## config.mk

```make
export PLATFORM = sky130hd
export DESIGN_NAME = bfpt_controller
export DESIGN_NICKNAME = d
export VERILOG_FILES = /design/src/hw/rtl/bellman_ford_path_tiebreak_unit_assert.svh /design/src/hw/rtl/bfpt_pkg.sv /design/src/hw/rtl/bfpt_controller.sv
export SDC_FILE = /design/constraint.sdc
export NUM_CORES = 1
export LEC_CHECK = 0
export ABC_CLOCK_PERIOD_IN_PS = 2400
export BUFFER_PORTS_ARGS = -buffer_cell sky130_fd_sc_hd__clkbuf_2
export CORE_AREA = 2 2 39 41
export CTS_BUF_LIST = sky130_fd_sc_hd__clkbuf_4 sky130_fd_sc_hd__clkbuf_8
export DETAILED_ROUTE_END_ITERATION = 8
export DIE_AREA = 0 0 41 43
export HOLD_SLACK_MARGIN = 0.05
export PLACE_DENSITY_LB_ADDON = 0.05
export SETUP_SLACK_MARGIN = 0.3
export SLEW_MARGIN = 5
export SYNTH_ARGS = -nofsm -noshare
export SYNTH_HDL_FRONTEND = slang
export SYNTH_SLANG_ARGS = --single-unit
```

## constraint.sdc

```tcl
create_clock -name clock -period 2.4 [get_ports clock]
set_input_delay 0 -clock clock [delete_from_list [all_inputs] [get_ports clock]]
set_output_delay 0 -clock clock [all_outputs]
set_load 0.05 [all_outputs]
```

## src/hw/rtl/bellman_ford_path_tiebreak_unit_assert.svh

```systemverilog
// Assertion macros shared by the path unit.
`ifndef BELLMAN_FORD_PATH_TIEBREAK_UNIT_ASSERT_SVH
`define BELLMAN_FORD_PATH_TIEBREAK_UNIT_ASSERT_SVH

// Same-cycle implication.
`define BFPT_ASSERT_NOW(label, clk, rst, ante, cons, msg) \
   label: assert property (@(posedge clk) disable iff (rst) (ante) |-> (cons)) \
      else $error(msg);

// Next-cycle implication.
`define BFPT_ASSERT_NEXT(label, clk, rst, ante, cons, msg) \
   label: assert property (@(posedge clk) disable iff (rst) (ante) |=> (cons)) \
      else $error(msg);

`endif

```

## src/hw/rtl/bfpt_pkg.sv

```systemverilog
package bfpt_pkg;

   localparam int NODE_DEPTH = 64;
   localparam int NW         = 6;
   localparam int NCW        = 7;
   localparam int COORD_W    = 11;
   localparam int WGT_W      = 25;
   localparam int DIST_W     = 32;
   localparam int HOP_W      = 16;
   localparam int COST_W     = 30;
   localparam int ACC_W      = 32;
   localparam int ACT_W      = 3;
   localparam int REQ_W      = 40;
   localparam int RSP_W      = 40;

   localparam logic [ACT_W-1:0] ACT_CLEAR = 3'd0;
   localparam logic [ACT_W-1:0] ACT_LOAD  = 3'd1;
   localparam logic [ACT_W-1:0] ACT_COIN  = 3'd2;
   localparam logic [ACT_W-1:0] ACT_EDGE  = 3'd3;
   localparam logic [ACT_W-1:0] ACT_SOLVE = 3'd4;

   typedef enum logic [3:0] {
      ST_IDLE,
      ST_EDGE_RD,
      ST_EDGE_SQ,
      ST_EDGE_WR,
      ST_RX_EDGE,
      ST_RX_NODE,
      ST_RX_CALC,
      ST_RX_DECIDE,
      ST_WK_PUSH,
      ST_WK_PRED,
      ST_WK_SQ,
      ST_WK_ACC,
      ST_EM_RD,
      ST_EM_SEND,
      ST_LOOP_SEND
   } bfpt_state_type;

   typedef struct packed {
      logic ready;
      logic do_clear;
      logic do_load;
      logic do_coin;
      logic latch_req;
      logic solve_start;
      logic walk_addr;
      logic edge_wr;
      logic rx_step;
      logic wk_push;
      logic wk_acc;
      logic out_load;
      logic loop_load;
   } bfpt_cmd_type;

   typedef struct packed {
      logic relax_skip;
      logic edge_last;
      logic round_last;
      logic loop_hit;
      logic pred_none;
      logic emit_last;
      logic out_busy;
   } bfpt_status_type;

endpackage

```

## src/hw/rtl/bfpt_controller.sv

```systemverilog
module bfpt_controller import bfpt_pkg::*; (
   input  logic             clock,
   input  logic             reset,
   input  logic             req_tvalid,
   input  logic [ACT_W-1:0] req_tuser,
   input  bfpt_status_type  status,
   output bfpt_cmd_type     cmd
);

   bfpt_state_type state_ff, state_in;
   logic           accept;

   always_ff @(posedge clock) begin
      if (reset) begin
         state_ff <= ST_IDLE;
      end else begin
         state_ff <= state_in;
      end
   end

   assign accept = req_tvalid && (state_ff == ST_IDLE);

   always_comb begin
      state_in = state_ff;
      cmd      = '0;
      unique case (state_ff)
         ST_IDLE: begin
            cmd.ready = 1'b1;
            if (accept) begin
               unique case (req_tuser)
                  ACT_CLEAR: cmd.do_clear = 1'b1;
                  ACT_LOAD:  cmd.do_load  = 1'b1;
                  ACT_COIN:  cmd.do_coin  = 1'b1;
                  ACT_EDGE: begin
                     cmd.latch_req = 1'b1;
                     state_in      = ST_EDGE_RD;
                  end
                  ACT_SOLVE: begin
                     cmd.solve_start = 1'b1;
                     state_in        = status.relax_skip ? ST_WK_PUSH : ST_RX_EDGE;
                  end
                  default: ;
               endcase
            end
         end
         ST_EDGE_RD: state_in = ST_EDGE_SQ;
         ST_EDGE_SQ: state_in = ST_EDGE_WR;
         ST_EDGE_WR: begin
            cmd.edge_wr = 1'b1;
            state_in    = ST_IDLE;
         end
         ST_RX_EDGE: state_in = ST_RX_NODE;
         ST_RX_NODE: state_in = ST_RX_CALC;
         ST_RX_CALC: state_in = ST_RX_DECIDE;
         ST_RX_DECIDE: begin
            cmd.rx_step = 1'b1;
            state_in    = (status.edge_last && status.round_last) ? ST_WK_PUSH : ST_RX_EDGE;
         end
         ST_WK_PUSH: begin
            cmd.walk_addr = 1'b1;
            if (status.loop_hit) begin
               state_in = ST_LOOP_SEND;
            end else begin
               cmd.wk_push = 1'b1;
               state_in    = ST_WK_PRED;
            end
         end
         ST_WK_PRED: begin
            cmd.walk_addr = 1'b1;
            state_in      = status.pred_none ? ST_EM_RD : ST_WK_SQ;
         end
         ST_WK_SQ: begin
            cmd.walk_addr = 1'b1;
            state_in      = ST_WK_ACC;
         end
         ST_WK_ACC: begin
            cmd.walk_addr = 1'b1;
            cmd.wk_acc    = 1'b1;
            state_in      = ST_WK_PUSH;
         end
         ST_EM_RD: state_in = ST_EM_SEND;
         ST_EM_SEND: begin
            if (!status.out_busy) begin
               cmd.out_load = 1'b1;
               state_in     = status.emit_last ? ST_IDLE : ST_EM_RD;
            end
         end
         ST_LOOP_SEND: begin
            if (!status.out_busy) begin
               cmd.loop_load = 1'b1;
               state_in      = ST_IDLE;
            end
         end
         default: state_in = ST_IDLE;
      endcase
   end

endmodule

```

After elaboration in Yosys (flattened, before gate mapping)
Cells that the tools add are included.
{ "totals": {"register_bits": 4, "latchBits": 0, "ramBits": 0, "romBits": 0, "in_bits": 13, "out_inout_bits": 13, "mem_count": 0} }
{ "op_classes": {"n_addsub": 0, "multipliers": 0, "n_div": 0, "n_lt_le_gt_ge": 0, "n_eq_ne": 22, "shift": 0, "muxes": 26, "n_bitwise": 0, "reduce_logical": 6} }
{ "op_table": {"columns": ["op", "count"], "rows": [
  ["$pmux 4 s14", 1],
  ["$eq 4x4->1 const B", 7],
  ["$mux 4", 6],
  ["$eq 4x3->1 const B", 4],
  ["$mux 1", 14],
  ["$eq 4x2->1 const B", 2],
  ["$pmux 4 s2", 1],
  ["$eq 3x2->1 const B", 2],
  ["$mux 3", 2],
  ["$mux 6", 1],
  ["$ne 2x2->1 const B", 3],
  ["$mux 5", 1],
  ["$eq 4x1->1 const B", 1],
  ["$logic_not 4->1", 1],
  ["$reduce_and 4->1", 1],
  ["$reduce_or 4->1", 1],
  ["$eq 3x1->1 const B", 1],
  ["$eq 3x3->1 const B", 1],
  ["$logic_not 3->1", 1],
  ["$ne 3x1->1 const B", 1],
  ["$logic_and 1x1->1", 2]
]} }

Logic depth before layout (Yosys ltp)
Gate-level depths: netlist of run 1.
{ "logic_depth": {"ltp_word": 4, "ltp_mapped": 5, "depth_no_buf": 4} }

Least setup slack after synthesis of run 1
No wires, ideal clock.
{ "synth_timing": {"path_kind": "register -> output", "from": "reg state_ff[3]", "to": "out cmd[3] (netlist bit)", "arrival_ns": 2.691, "t_required_ns": 2.400, "slack_ns": -0.291, "stages_incl_launch_ff": 4, "n_path_buf": 1, "cell_sequence": "dfxtp_1 > buf_6 > and2b_1 > nor4b_1"} }
{ "synth_lines": {"columns": ["element", "line", "source"], "rows": [
  ["start, declared", "bfpt_controller.sv:10", "bfpt_state_type state_ff, state_in;"],
  ["start signal, assigned", "bfpt_controller.sv:17", "state_ff <= state_in;"],
  ["end, declared", "bfpt_controller.sv:7", "output bfpt_cmd_type cmd"]
]} }

==> results.cfg, run 1 <==
[global_route]
grt_pass1_vias = 541
grt-ovfl-total = 0
grt_util_all_layers = 0.184
grt_max_degree = 16
grt_pass1_wl_um = 2270
grt_antenna_before_repair = 0

[synthesis]
synth.yosys.seq_area_share = 0.153
ys_types = 35
synth.cells.most_frequent = 4 x dfxtp_1, 4 x nor3_1, 4 x nor3b_1
synth_area_leaders = dfxtp_1 15%, buf_6 6.5%, nor3b_1 5.8%
synth.top_cell.area_share = 0.153
synth_area_leader_cell = dfxtp_1
ys.flop_type = dfxtp_1
synth_edf_count = 0
async_flop_share = 0
ys_warn_count = 0
synth_seq_cells = 4
synth_area_per_cell_um2 = 8.42
syn_inst = 62
syn-num-nets = 75
mappedNetlistArea_um2 = 522

[placed_design]
gp_congestion = 0.693
dp_hpwl_um = 1000
io_buffer_count = 25

[clock_tree]
htree_levels = 1
clock_latency_ns = 0.23
root_buffer = clkbuf_4
clock_path_buffers = 2
clkTransAtPathRegs_ns = 0.04
cts_tree = built
cts_sinks = 4
cts.hold.buffers_added = 2
cts_resized = 0
post_cts_buffers = 0
cts_buffers = 3

[worst_hold_path]
min_path_type = input pin to register

[worst_setup_path]
crit_cells = 4
cp_num_buf_inv = 1
crit_end = cmd[10]
r2r_slack_ns = 0.83
max_stage_delay_ns = 0.48
timing.rr.start = state_ff[1]
start_kind = register
cp-startpoint = state_ff[0]
slowest_stage = dfxtp_1
crit_path_max_fanout = 14
crit_required_ns = 2.40
r2r_end = state_ff[3]
cp_cell_sequence = nor4_4 -> nand3b_1 -> nor3b_1 -> clkbuf_2
ff2ff_path_depth = 4
path_class = register to output pin
arrival_ns = 1.90
critPathCaptureType = output pin
cp_top_family = simple AND/OR/NAND/NOR gates

[floorplan]
rows = 14
dieHeight_um = 43
initial_core_util = 0.377
die_area_um2 = 1760
coreArea_um2 = 1380
ios = 26
die_x_um = 41

[sta]
hold_viol_final = 0
worstMarginPinSlew_ns = 0.579
setup_violations = 0
period_minus_slack_ns = 1.90
finalCritPeriodShare = 0.792
fmax_ghz = 0.526
rsz0062_at_grt = false
relSlewSlack = 0.614
slew_viol_final = 0
fin_skew_ns = 0.00300

[cells_and_area]
fin_nets = 103
syn_to_final_growth_pct = 29.3
top_register = state_ff
largest_reg_flops = 4
drive_gt1_frac = 0.398
antennaDiodeCount = 0
reg_top3 = state_ff (4)
fin_util = 0.487

[pwr]
power.total_mw = 0.537
p_leak_nw = 0.290
vdd_drop_max_uv = 595
p_per_area_nw_per_um2 = 796

[drt]
routed_wl_um = 1350
antenna_left = 0
avgViaCountPerCell = 5.65
wl_per_cell_um = 12.9
drc = 0
num_vias = 588
drtIter0Drc = 14
dr.pass1.iters = 4

[status]
status = complete, no violations

[job]
maxCapViolCount = 0
-- stage by stage --
| stage | setup TNS (ns) | worst slack [ns] | cells | instance area, µm² | hold WS [ns] |
|---|---|---|---|---|---|
| final | 0 | 0.500 | 104 | 674 | 0.220 |
| after global routing | 0 | 0.323 | 104 | 674 | 0.256 |
| after CTS | 0 | 0.494 | 104 | 674 | 0.214 |
| after detailed placement | 0 | 0.755 | 99 | 632 | 0.232 |
| after global placement | 0 | 0.796 | 99 | 632 | 0.233 |
| after floorplan | -0.411 | -0.183 | 62 | 528 | 0.0716 |
-- worst min path at each step --
stage,to,cells after the start,slack [ns],startpoint
after global routing,state_ff[1],4,0.26,status[2]
after floorplan,state_ff[1],1,0.07,reset
after CTS,state_ff[2],4,0.21,status[5]
after detailed placement,state_ff[1],2,0.23,reset
after global placement,state_ff[1],2,0.23,reset
final,state_ff[1],4,0.22,status[2]
-- layout by cell type, fill, tap and decap left out, types with 2 or more instances in the layout --
| cell | n |
|---|---|
| a21oi_1 | 2 |
| a31oi_1 | 2 |
| and3_1 | 3 |
| and4bb_1 | 2 |
| clkbuf_2 | 25 |
| clkbuf_4 | 3 |
| dfxtp_1 | 4 |
| dlygate4sd3_1 | 2 |
| inv_1 | 2 |
| nand2_1 | 3 |
| nand3_1 | 3 |
| nand3b_1 | 2 |
| nand4_1 | 2 |
| nor2_1 | 2 |
| nor2b_1 | 3 |
| nor3_1 | 4 |
| nor3b_1 | 4 |
| nor4b_2 | 2 |
-- cell type report --
class,instances,area (µm²)
Timing Repair Buffer,27,145
Sequential cell,4,80.1
Inverter,2,7.51
Multi-Input combinational cell,52,399
Tap cell,16,20.0
Fill cell,144,709
Clock buffer,3,22.5
-- layer usage --
metal  vias up  wire length, µm  global-route usage
met5         -                0                   0
met4         0                0              0.0600
met3         0               55              0.0157
met2        16              673               0.294
met1       275              618               0.248
li1        297                -                   -
-- report_power, final --
group | internal (mW) | total, mW | leakage, nW | switching (mW)
Combinational | 0.123 | 0.298 | 0.244 | 0.175
Clock | 0.0558 | 0.0812 | 0.0138 | 0.0254
Sequential | 0.0834 | 0.158 | 0.0327 | 0.0749
-- cells by family (layout without fill, tap and decap cells) --
group                     Yosys count  in the layout  synth area share
and+or+nand+nor                    37             37             0.520
AOI/OAI and AO/OA                  13             13             0.194
buffers and inverters               6             32            0.0935
DFF                                 4              4             0.153
xor gates and xnor gates            1              1            0.0168
muxes                               1              1            0.0216
-- worst reg2reg max path: stages (launching register included) --
cell and delay, ns:
dfxtp_1 0.68, and4bb_1 0.30, and4bb_1 0.23, a21oi_1 0.17
a31oi_1 0.06
No activity file was read; power rests on OpenSTA's default activity.
==> run 2: changes to the inputs <==
--- a/config.mk
+++ b/config.mk
@@ -5,7 +5,7 @@
 export SDC_FILE = /design/constraint.sdc
 export NUM_CORES = 1
 export LEC_CHECK = 0
-export ABC_CLOCK_PERIOD_IN_PS = 2400
+export ABC_CLOCK_PERIOD_IN_PS = 2000
 export BUFFER_PORTS_ARGS = -buffer_cell sky130_fd_sc_hd__clkbuf_2
 export CORE_AREA = 2 2 39 41
 export CTS_BUF_LIST = sky130_fd_sc_hd__clkbuf_4 sky130_fd_sc_hd__clkbuf_8
==> constraint.sdc (replaced) <==
create_clock -name clock -period 2 [get_ports clock]
set_input_delay 0 -clock clock [delete_from_list [all_inputs] [get_ports clock]]
set_output_delay 0 -clock clock [all_outputs]
set_load 0.05 [all_outputs]
==> run 2 against run 1 <==
Compared with the run above:
- critical path depth grew 1
- combinational power increased by 49%
- cell area grew 15%
- power grew 33%
- global-route usage increased by 0.72 points
- critical endpoint is now cmd[11]
==> results.cfg, run 2 (synthesis results as in run 1) <==
[worst_setup_path]
critPathCaptureType = output pin
cp_top_family = simple AND/OR/NAND/NOR gates
cp_num_buf_inv = 2
cp_cell_sequence = nor4_4 -> nand3b_1 -> buf_4 -> nor3_4 -> buf_2
path_class = register to output pin
max_stage_delay_ns = 0.38
arrival_ns = 1.59
slowest_stage = dfxtp_4
start_kind = register
crit_path_max_fanout = 13
crit_required_ns = 2.00

[clock_tree]
root_buffer = clkbuf_4
cts_sinks = 4
clock_latency_ns = 0.24
clock_path_buffers = 2
clkTransAtPathRegs_ns = 0.04
cts_tree = built
htree_levels = 1
cts_buffers = 3

[sta]
setup_violations = 0
fin_skew_ns = 0.00401
rsz0062_at_grt = true
slew_viol_final = 0
hold_viol_final = 0
period_minus_slack_ns = 1.59
worstMarginPinSlew_ns = 0.487
finalCritPeriodShare = 0.793
relSlewSlack = 0.675
worst_hold_slack_ns = 0.176
fmax_ghz = 0.630

[drt]
dr.pass1.iters = 2
wl_per_cell_um = 12.4
num_vias = 598
antenna_left = 0
drc = 0
avgViaCountPerCell = 5.54
drtIter0Drc = 9
routed_wl_um = 1340

[pwr]
power.total_mw = 0.713
p_leak_nw = 0.330
vdd_drop_max_uv = 373
p_per_area_nw_per_um2 = 918

[floorplan]
coreArea_um2 = 1380
die_x_um = 41
initial_core_util = 0.377
dieHeight_um = 43
die_area_um2 = 1760
ios = 26
rows = 14

[cells_and_area]
syn_to_final_growth_pct = 48.9
nFillCells = 141
drive_gt1_frac = 0.522
fin_nets = 107
top_register = state_ff
reg_top3 = state_ff (4)
antennaDiodeCount = 0
final_cell_mix = 21 x clkbuf_2, 5 x buf_4
final_common_cell = clkbuf_2
largest_reg_flops = 4

[global_route]
grt_antenna_before_repair = 0
grt_pass1_wl_um = 2310
grt_pass1_vias = 529
grt_util_all_layers = 0.191
grt_max_degree = 16
grt-ovfl-total = 0

[placed_design]
dp_hpwl_um = 1020
io_buffer_count = 25
gp_congestion = 0.790

[status]
status = complete, no violations

[worst_hold_path]
min_path_type = input pin to register

[job]
maxCapViolCount = 0
==> run 2: layout make-up <==
type	count	area, µm²	area share
tap	16	20.0	0.0258
clock buffer	3	22.5	0.0290
inverter	2	7.51	0.00966
multi-input combinational	52	448	0.576
sequential	4	88.8	0.114
timing repair buffer	31	190	0.245
==> run 2: what timing repair did <==
| action | CTS | global route |
|---|---|---|
| hold endpoints to repair | 2 | 0 |
| setup endpoints to repair | 4 | 4 |
| buffers inserted | 3 | 0 |
| hold buffers | 2 | 0 |
| pin swaps | 2 | 2 |
| gates resized for setup | 3 | 10 |
==> run 2: per-stage QoR <==
stage               setup WS (ns)  setup TNS (ns)  cell area (µm²)  utilization  std cells
finish                      0.414               0              777        0.561        108
global route                0.287               0              777        0.561        108
CTS                         0.295               0              762        0.551        108
detailed placement          0.304               0              691        0.499        100
global placement            0.341               0              691        0.499        100
floorplan                 -0.0681          -0.137              579            -         62
==> run 2: power by group <==
group	switching (mW)	internal (mW)
Combinational	0.252	0.193
Clock	0.0320	0.0670
Sequential	0.0685	0.101
Total	0.352	0.361
==> run 2: final timing paths <==
| check | cells past startpoint | to | slack, ns | startpoint |
|---|---|---|---|---|
| hold / removal | 4 | state_ff[2] | 0.18 | status[5] |
| setup / recovery | 5 | cmd[11] | 0.41 | state_ff[2] |
| setup reg to reg | 5 | state_ff[0] | 0.54 | state_ff[1] |
| hold reg to reg | 2 | state_ff[3] | 0.67 | state_ff[3] |
==> run 2: per-layer routing <==
metal	up-vias	wire length, µm	track usage
met4	0	19	0.0600
met1	270	577	0.252
met2	21	668	0.294
met5	-	0	0
met3	2	79	0.0471
li1	305	-	-
==> run 2: worst register-to-register path, delay by kind of cell (launching register included) <==
family | cells | cell delay, ns
compound gates | 3 | 0.52
flops | 1 | 0.50
simple gates | 1 | 0.10
buf+inv | 1 | 0.23
==> run 3: changes to the inputs <==
--- a/config.mk
+++ b/config.mk
@@ -5,7 +5,8 @@
 export SDC_FILE = /design/constraint.sdc
 export NUM_CORES = 1
 export LEC_CHECK = 0
-export ABC_CLOCK_PERIOD_IN_PS = 2000
+export ABC_AREA = 1
+export ABC_CLOCK_PERIOD_IN_PS = 1400
 export BUFFER_PORTS_ARGS = -buffer_cell sky130_fd_sc_hd__clkbuf_2
 export CORE_AREA = 2 2 39 41
 export CTS_BUF_LIST = sky130_fd_sc_hd__clkbuf_4 sky130_fd_sc_hd__clkbuf_8
==> constraint.sdc (replaced) <==
create_clock -name clock -period 1.4 [get_ports clock]
set_input_delay 0 -clock clock [delete_from_list [all_inputs] [get_ports clock]]
set_output_delay 0 -clock clock [all_outputs]
set_load 0.05 [all_outputs]
==> run 3 against run 2 <==
Compared with the run above:
- global-route usage is 5.1 points higher
- non-clock buffer count grew 11
- sequential power fell by 21%
- first-iteration DRC count rose by 78%
- register-to-register slack worse by 0.52 ns
- power is 0.84% lower
- largest power group unchanged
- highest routed layer unchanged
==> results.cfg, run 3 <==
[worst_setup_path]
cp_top_family = simple AND/OR/NAND/NOR gates
crit_required_ns = 1.57
start_kind = register
path_class = register to register
cp_num_buf_inv = 3
r2r_end = state_ff[0]
critPathCaptureType = register
ff2ff_path_depth = 9
crit_path_max_fanout = 4
arrival_ns = 1.56
r2r_slack_ns = 0.02
max_stage_delay_ns = 0.37
cp_cell_sequence = buf_4 -> buf_6 -> nor2_4 -> inv_2 -> nor2_1 -> nor2_1 -> nand3_1 -> nand2_1 -> a21oi_2
cpMostUsedCell = nor2_1
timing.rr.start = state_ff[3]
slowest_stage = dfxtp_4
cp-startpoint = state_ff[3]

[drt]
routed_wl_um = 2420
dr.pass1.iters = 7
antenna_left = 0
avgViaCountPerCell = 5.42
wl_per_cell_um = 15.5
drc = 0
drtIter0Drc = 16
num_vias = 845

[clock_tree]
cts_tree = built
clkTransAtPathRegs_ns = 0.05
root_buffer = clkbuf_4
clock_latency_ns = 0.24
cts_sinks = 4
clock_path_buffers = 2
htree_levels = 1
cts_buffers = 3

[global_route]
grt_pass1_wl_um = 3030
grt-busiest-layer = met2
grt_max_degree = 9
grt_util_all_layers = 0.242
grt_antenna_before_repair = 0
globalRouteMet2Util = 0.406
grtUsageMet1 = 0.306
grt_pass1_vias = 717
grt-ovfl-total = 0
grtUsageMet3 = 0.0419

[synthesis]
synth_area_per_cell_um2 = 5.14
yosysMostFrequentCell = nand2_1
ys_types = 16
synth_edf_count = 0
async_flop_share = 0
synth_area_leaders = nand2_1 20%, dfxtp_1 16%, nor2_1 12%
mappedNetlistArea_um2 = 488
synth_seq_cells = 4
syn-num-nets = 108
synth.yosys.seq_area_share = 0.164
ys.flop_type = dfxtp_1
syn_inst = 95
synth_area_leader_cell = nand2_1
synth.cells.most_frequent = 26 x nand2_1, 15 x nor2_1, 10 x inv_1
ys_warn_count = 0
synth.top_cell.area_share = 0.200

[cells_and_area]
reg_top3 = state_ff (4)
seqCellArea_um2 = 95.1
fin_nets = 154
multi_input_area_um2 = 583
nFillCells = 63
final_cell_mix = 15 x nand2_1, 13 x buf_4, 12 x clkbuf_2
syn_to_final_growth_pct = 154
drive_gt1_frac = 0.700
antennaDiodeCount = 0
top_register = state_ff
final_common_cell = nand2_1
largest_reg_flops = 4

[status]
status = complete, no violations

[pwr]
vdd_drop_max_uv = 537
clkPwrFrac = 0.257
p_switching_mw = 0.304
swShare = 0.429
p_per_area_nw_per_um2 = 571
p_leak_nw = 0.584
p_int_mw = 0.403
combPwrFrac = 0.555
pwr-share-seq = 0.188

[floorplan]
initial_core_util = 0.353
die_x_um = 41
coreArea_um2 = 1380
ios = 26
rows = 14
die_area_um2 = 1760
dieHeight_um = 43

[sta]
setup_violations = 0
period_minus_slack_ns = 1.38
rsz0062_at_grt = true
finalCritPeriodShare = 0.988
fin_skew_ns = 0.0101
finalWorstSetupSlack_ns = 0.0163
fmax_ghz = 0.723
hold_viol_final = 0
worst_hold_slack_ns = 0.143
slew_viol_final = 0
relSlewSlack = 0.755
worstMarginPinSlew_ns = 0.365

[worst_hold_path]
hold_end = state_ff[3]
whs_path_depth = 5
min_path_type = input pin to register
worstHoldStart = status[6]

[placed_design]
io_buffer_count = 25
dp_hpwl_um = 1200
gp_congestion = 0.730
dp_slack_ns = 0.113

[job]
maxCapViolCount = 0
-- run 3: power groups by stage --
stage          Clock [mW]  Combinational (mW)  Sequential (mW)
2_1_floorplan           0               0.199            0.135
3_3_place_gp            0               0.260            0.136
4_1_cts             0.184               0.367            0.132
5_1_grt             0.192               0.416            0.134
6_report            0.182               0.392            0.133
3_5_place_dp            0               0.265            0.137
-- run 3: how the worst max path moves through the flow --
stage,to,cells past startpoint
floorplan,cmd[10],5
global placement,cmd[10],6
finish,state_ff[0],9
global route,state_ff[0],9
detailed placement,cmd[10],6
CTS,cmd[9],6
-- run 3: cells by family (layout without fill, tap and decap cells) --
group                  count (synthesis)  in the layout  synth area share
AO/OA/AOI/OAI                          4              4            0.0462
buffers and inverters                 19             64             0.146
flip-flops                             4              4             0.164
AND/OR/NAND/NOR                       68             68             0.644
-- run 3: cell type report --
class | instances | area share
multi-input cells | 72 | 0.471
repair buffers | 42 | 0.340
flip-flops and latches | 4 | 0.0768
inverters | 18 | 0.0718
clock buffers | 4 | 0.0243
well taps | 16 | 0.0162
-- run 3: repair_timing --
item / CTS / global route
endpoints found under the setup margin: 17 / 17
endpoints found under the hold margin: 4 / 0
setup buffers: 12 / 3
hold buffers: 1 / 0
pin swaps: 16 / 14
gates resized for setup: 51 / 21
-- run 3: tightest hold or removal path, delay by kind of cell --
| family | cells | cell delay, ns |
|---|---|---|
| AOI/OAI and AO/OA | 1 | 0.05 |
| buffers and inverters | 1 | 0.09 |
| and+or+nand+nor | 3 | 0.21 |
-- run 3: stage by stage --
stage | instance area [µm²] | total power [mW] | utilization | TNS (ns) | instances
floorplan | 648 | 0.334 | - | -0.0177 | 95
global placement | 797 | 0.397 | 0.576 | 0 | 136
detailed placement | 797 | 0.402 | 0.576 | 0 | 136
CTS | 1160 | 0.683 | 0.838 | 0 | 153
global route | 1240 | 0.741 | 0.894 | -0.0304 | 156
finish | 1240 | 0.707 | 0.894 | 0 | 156
-- run 3: layer usage --
| metal | routed length (µm) | up-vias |
|---|---|---|
| met5 | 0 | - |
| met4 | 44 | 0 |
| met3 | 105 | 4 |
| met2 | 1440 | 36 |
| met1 | 823 | 408 |
| li1 | - | 397 |
